[src/rtl/bmp_stream_pixel_decoder_unit_macros.svh]
// ---------------------------------------------------------------------------
// bmp_stream_pixel_decoder_unit_macros
// Assertion macros used by the decoder RTL.
// ---------------------------------------------------------------------------
// Each macro expects clk and rst_n to be visible where it is used.
`ifndef BMP_STREAM_PIXEL_DECODER_UNIT_MACROS_SVH
`define BMP_STREAM_PIXEL_DECODER_UNIT_MACROS_SVH

// Consequent must hold in the same cycle as the antecedent.
`define BMPD_ASSERT_SAME(label, ante, cons) \
  label: assert property (@(posedge clk) disable iff (!rst_n) (ante) |-> (cons)) \
    else $error("decoder assertion failed");

// Consequent must hold in the cycle after the antecedent.
`define BMPD_ASSERT_NEXT(label, ante, cons) \
  label: assert property (@(posedge clk) disable iff (!rst_n) (ante) |=> (cons)) \
    else $error("decoder assertion failed");

`endif

[src/rtl/bmpd_pkg.sv]
// ---------------------------------------------------------------------------
// bmpd_pkg
// Types and constants shared by the BMP stream pixel decoder modules.
// ---------------------------------------------------------------------------
package bmpd_pkg;

  localparam int MAX_DIM    = 4096;
  localparam int DIM_W      = 13;
  localparam int PAL_DEPTH  = 256;
  localparam int PAL_AW     = 8;
  localparam int FIFO_DEPTH = 4;
  localparam int FIFO_AW    = 2;
  localparam int FIFO_CW    = 3;
  localparam int CFG_AW     = 3;

  localparam logic [7:0] SIG_B = 8'h42;
  localparam logic [7:0] SIG_M = 8'h4D;
  localparam logic [31:0] INFO_MIN = 32'd40;
  localparam logic [31:0] INFO_BAD = 32'd64;

  localparam logic [1:0] ST_OK      = 2'd0;
  localparam logic [1:0] ST_CORRUPT = 2'd1;
  localparam logic [1:0] ST_UNSUP   = 2'd2;
  localparam logic [1:0] ST_NONGRAY = 2'd3;

  localparam logic REG_MONO_OUTPUT = 1'b0;

  typedef enum logic [2:0] {
    PH_SIG, PH_FHDR, PH_INFO, PH_PAL, PH_PIX, PH_DONE, PH_ERR
  } phase_t;

  typedef struct packed {
    logic       pixel_valid;
    logic [7:0] red;
    logic [7:0] green;
    logic [7:0] blue;
    logic [1:0] status;
    logic       last_in_run;
    logic       end_of_image;
  } result_t;

endpackage

[src/rtl/bmpd_out_fifo.sv]
// ---------------------------------------------------------------------------
// bmpd_out_fifo
// Small result queue that decouples the decoder from the result receiver.
// ---------------------------------------------------------------------------
module bmpd_out_fifo (
  input  logic                         clk,
  input  logic                         rst_n,
  input  logic                         push,
  input  bmpd_pkg::result_t            push_data,
  input  logic                         pop,
  output bmpd_pkg::result_t            head,
  output logic                         not_empty,
  output logic [bmpd_pkg::FIFO_CW-1:0] count
);
  import bmpd_pkg::*;

  result_t              entry_r [FIFO_DEPTH];
  logic [FIFO_AW-1:0]   wr_ptr_r, rd_ptr_r;
  logic [FIFO_CW-1:0]   cnt_r;

  always_ff @(posedge clk) begin
    if (push) begin
      entry_r[wr_ptr_r] <= push_data;
    end
  end

  always_ff @(posedge clk) begin
    if (!rst_n) begin
      wr_ptr_r <= '0;
      rd_ptr_r <= '0;
      cnt_r    <= '0;
    end else begin
      if (push) wr_ptr_r <= wr_ptr_r + FIFO_AW'(1);
      if (pop)  rd_ptr_r <= rd_ptr_r + FIFO_AW'(1);
      cnt_r <= cnt_r + FIFO_CW'(push) - FIFO_CW'(pop);
    end
  end

  assign head      = entry_r[rd_ptr_r];
  assign not_empty = (cnt_r != '0);
  assign count     = cnt_r;

endmodule

[config.mk]
export PLATFORM = sky130hd
export DESIGN_NAME = bmpd_out_fifo
export DESIGN_NICKNAME = d
export VERILOG_FILES = /design/src/rtl/bmp_stream_pixel_decoder_unit_macros.svh /design/src/rtl/bmpd_pkg.sv /design/src/rtl/bmpd_out_fifo.sv
export SDC_FILE = /design/constraint.sdc
export NUM_CORES = 1
export LEC_CHECK = 0
export ABC_AREA = 1
export ABC_CLOCK_PERIOD_IN_PS = 3500
export BUFFER_PORTS_ARGS = -buffer_cell sky130_fd_sc_hd__buf_2
export CAP_MARGIN = 40
export CORE_ASPECT_RATIO = 1.2
export CORE_MARGIN = 8
export CORE_UTILIZATION = 61
export CTS_CLUSTER_DIAMETER = 30
export DETAILED_ROUTE_END_ITERATION = 6
export MAX_ROUTING_LAYER = met4
export PLACE_DENSITY = 0.84
export SETUP_SLACK_MARGIN = 0.2
export SKIP_LAST_GASP = 1
export SLEW_MARGIN = 10
export SYNTH_ARGS = -nofsm -noshare
export SYNTH_HDL_FRONTEND = slang
export SYNTH_SLANG_ARGS = --single-unit
[constraint.sdc]
create_clock -name clk -period 3.5 [get_ports clk]
set_input_delay 0.7 -clock clk [delete_from_list [all_inputs] [get_ports clk]]
set_output_delay 0.7 -clock clk [all_outputs]
set_load 0.01 [all_outputs]
==> qor.txt <==
Outcome -> finished, final reports clean
Worst R2R Path Depth -> 5
TritonCTS sink count -> 125
Clock Skew -> 0.0103 ns
Synth Register Bits -> 125
Crit-path cells -> buf_12, a21oi_1, o21ai_0, nand2_1, buf_2
Sequential Power Share -> 47.9%
HP Class -> input port to flip-flop
Routed WL per cell -> 16.3 um
Io pins -> 66
Seq/Total Area, Yosys -> 71.9%
Cts hold-fix bufs -> 0
Worst EP arrival -> 2.04 ns
Cell area after synthesis -> 5100 um2
Worst path bufs/invs -> 2
Fmax -> 366 MHz
DR iter-0 viols -> 260
Hold Path Sink -> entry_r[1][4]
CP Class -> flip-flop to output port
Pre-antenna DRT Iters -> 4
Largest net degree at the start of global routing -> 62
Minimum hold slack -> 0.396 ns
Psw -> 0.835 mW
R2R Path Start -> wr_ptr_r[0]
Critical Path Start Type -> flip-flop
Mapped Nets -> 432
Reg clk slew, reported paths -> 0.06 ns
Register-to-Register Setup Slack -> 1.66 ns
Slowest-stage cell, CP -> dfxtp_4
Clock Power Share -> 43.1%
Die X -> 99.5 um
Vias -> 3,052
Antenna violations before repair -> 0
Leak pwr -> 2.44 nW
Fin Setup TNS -> 0 ns
PwrDens -> 605 nW/um2
ANT nets after route -> 0
Crit path required time -> 2.80 ns
Int Pwr -> 2.82 mW
CP delay by family, top -> flip-flops
TritonCTS clock tree -> yes
Worst Tran Pin Value -> 0.820 ns
Die H -> 116 um
GPL Wtd Cong -> 0.699
Vias in the first global route -> 3,097
Tot GR Track Use -> 17.4%
Yosys warning total -> 0
Post-cts resize count -> 0
Core area -> 8110 um2
GRT overflow -> 0
Multi-input gate area -> 1020 um2
Crit path max fanout -> 61
Syn avg cell area -> 13.0 um2
Setup bufs post-CTS -> 0
Num rows -> 36
Final hold violations -> 0
CTS Root Cell -> clkbuf_8
Area of the die -> 11,600 um2
Critical Path Max Stage Delay -> 0.72 ns
Max Cap Viol -> 0
Relative max-transition margin -> 45.3%
Share of post-route cells with drive strength above 1 -> 25.2%
Min cycle time layout -> 2.74 ns
Wirelength, routed -> 9320 um
Slew Limit Fails -> 0
Drt drc -> 0
Clock Tree Buf Depth -> 2
Vias per cell -> 5.35
Fill cell count -> 489
First-pass GRT wire length -> 14,900 um
HP Start -> push_data[4]
PortBufs -> 65
Area Growth Syn to Fin -> 18.6%
VDD IR max -> 476 uV
Post-DP HPWL -> 5730 um
Starting Density -> 62.9%
Seq. cell area -> 3670 um2
Critical path capture point type -> output port
Post-synthesis cell count -> 392
Finished layout cell area -> 6040 um2
Worst hold path depth -> 1
Netlist cell types -> 17
Comb power frac -> 9.0%
Cts bufs inserted -> 17
Switching Share -> 22.8%
ANT cells -> 0
Clk_lat worst skew -> 0.51 ns
H-tree depth -> 4
Reg-to-reg critical path endpoint -> entry_r[0][13]
Crit share post-route -> 78.2%
RSZ-0062 raised after global routing -> false
Placed cell area -> 5500 um2
Setup-failing EPs final -> 0
Fin nets -> 503
state kept, by name, indices dropped and copies added, names as in the netlist, named ones only:
register  flops
wr_ptr_r      2
count         3
rd_ptr_r      2
entry_r     116
cell usage in the layout, fill, tap and decap left out:
cell type | synthesis | layout
a21oi_1 | 35 | 35
buf_12 | 0 | 2
buf_16 | 0 | 1
buf_2 | 5 | 65
buf_4 | 2 | 3
bufinv_16 | 0 | 2
clkbuf_16 | 0 | 16
clkbuf_8 | 0 | 1
clkinv_1 | 0 | 5
clkinv_2 | 0 | 4
clkinv_4 | 0 | 1
clkinvlp_4 | 0 | 3
dfxtp_1 | 9 | 7
dfxtp_2 | 0 | 1
dfxtp_4 | 0 | 1
edfxtp_1 | 116 | 116
fa_1 | 1 | 1
ha_1 | 6 | 6
inv_1 | 73 | 73
nand2_1 | 68 | 68
nand3_1 | 2 | 2
nor2_1 | 1 | 1
o211ai_1 | 9 | 9
o211ai_2 | 20 | 20
o21ai_0 | 33 | 33
how the worst max path moves through the flow:
stage,start,to,cells past startpoint
floorplan,pop,count[2],6
global placement,push,entry_r[3][9],3
detailed placement,flip-flop,head[22],5
CTS,flip-flop,head[22],5
global route,flip-flop,head[24],5
finish,flip-flop,head[22],5
synthesized netlist by cell type (all sizes together):
cell	count	area, um2
edfxtp	116	3480
inv	73	274
nand2	68	255
a21oi	35	175
o21ai	33	165
o211ai	29	318
buf	16	126
dfxtp	9	180
ha	6	75.1
clkbuf	3	11.3
nand3	2	10.0
fa	1	20.0
nor2	1	3.75
cells by family (layout without fill, tap and decap cells):
group	after synthesis	in the layout	share of synthesized area, %
compound gates	97	97	12.9
fa+ha+maj	7	7	1.87
buf+inv	92	176	8.08
flops	125	125	71.9
simple gates	71	71	5.28
power by group through the flow:
stage	Combinational [mW]	Sequential (mW)	Clock (mW)
detailed placement	0.332	1.78	0
finish	0.330	1.75	1.58
global placement	0.318	1.78	0
CTS	0.336	1.75	1.60
floorplan	0.216	1.76	0
global route	0.373	1.76	1.66
final cells by class:
type                            count  share of cell area (%)
Sequential cell                   125                    60.7
Multi-Input combinational cell    175                    16.9
Timing Repair Buffer               71                    6.87
Clock buffer                       17                    6.85
Inverter                           73                    4.53
Clock inverter                     15                    2.15
Tap cell                           95                    1.97
routing by layer:
layer / vias to the layer above / wire length, um / GRT usage [%]
li1: 1498 / - / -
met1: 1446 / 3770 / 18.9
met2: 92 / 4830 / 28.5
met3: 16 / 549 / 4.65
met4: 0 / 171 / 9.91
met5: - / 0 / -
metrics by stage:
step                setup WS (ns)  util (%)  total power, mW  instances
finish                      0.764      74.5             3.66        571
global route                0.595      74.5             3.80        571
CTS                         0.734      74.5             3.69        571
detailed placement           1.30      67.8             2.11        539
global placement             1.26      67.5             2.10        538
floorplan                    1.69         -             1.98        392
Note: power is estimated with default switching activity, not from simulation.
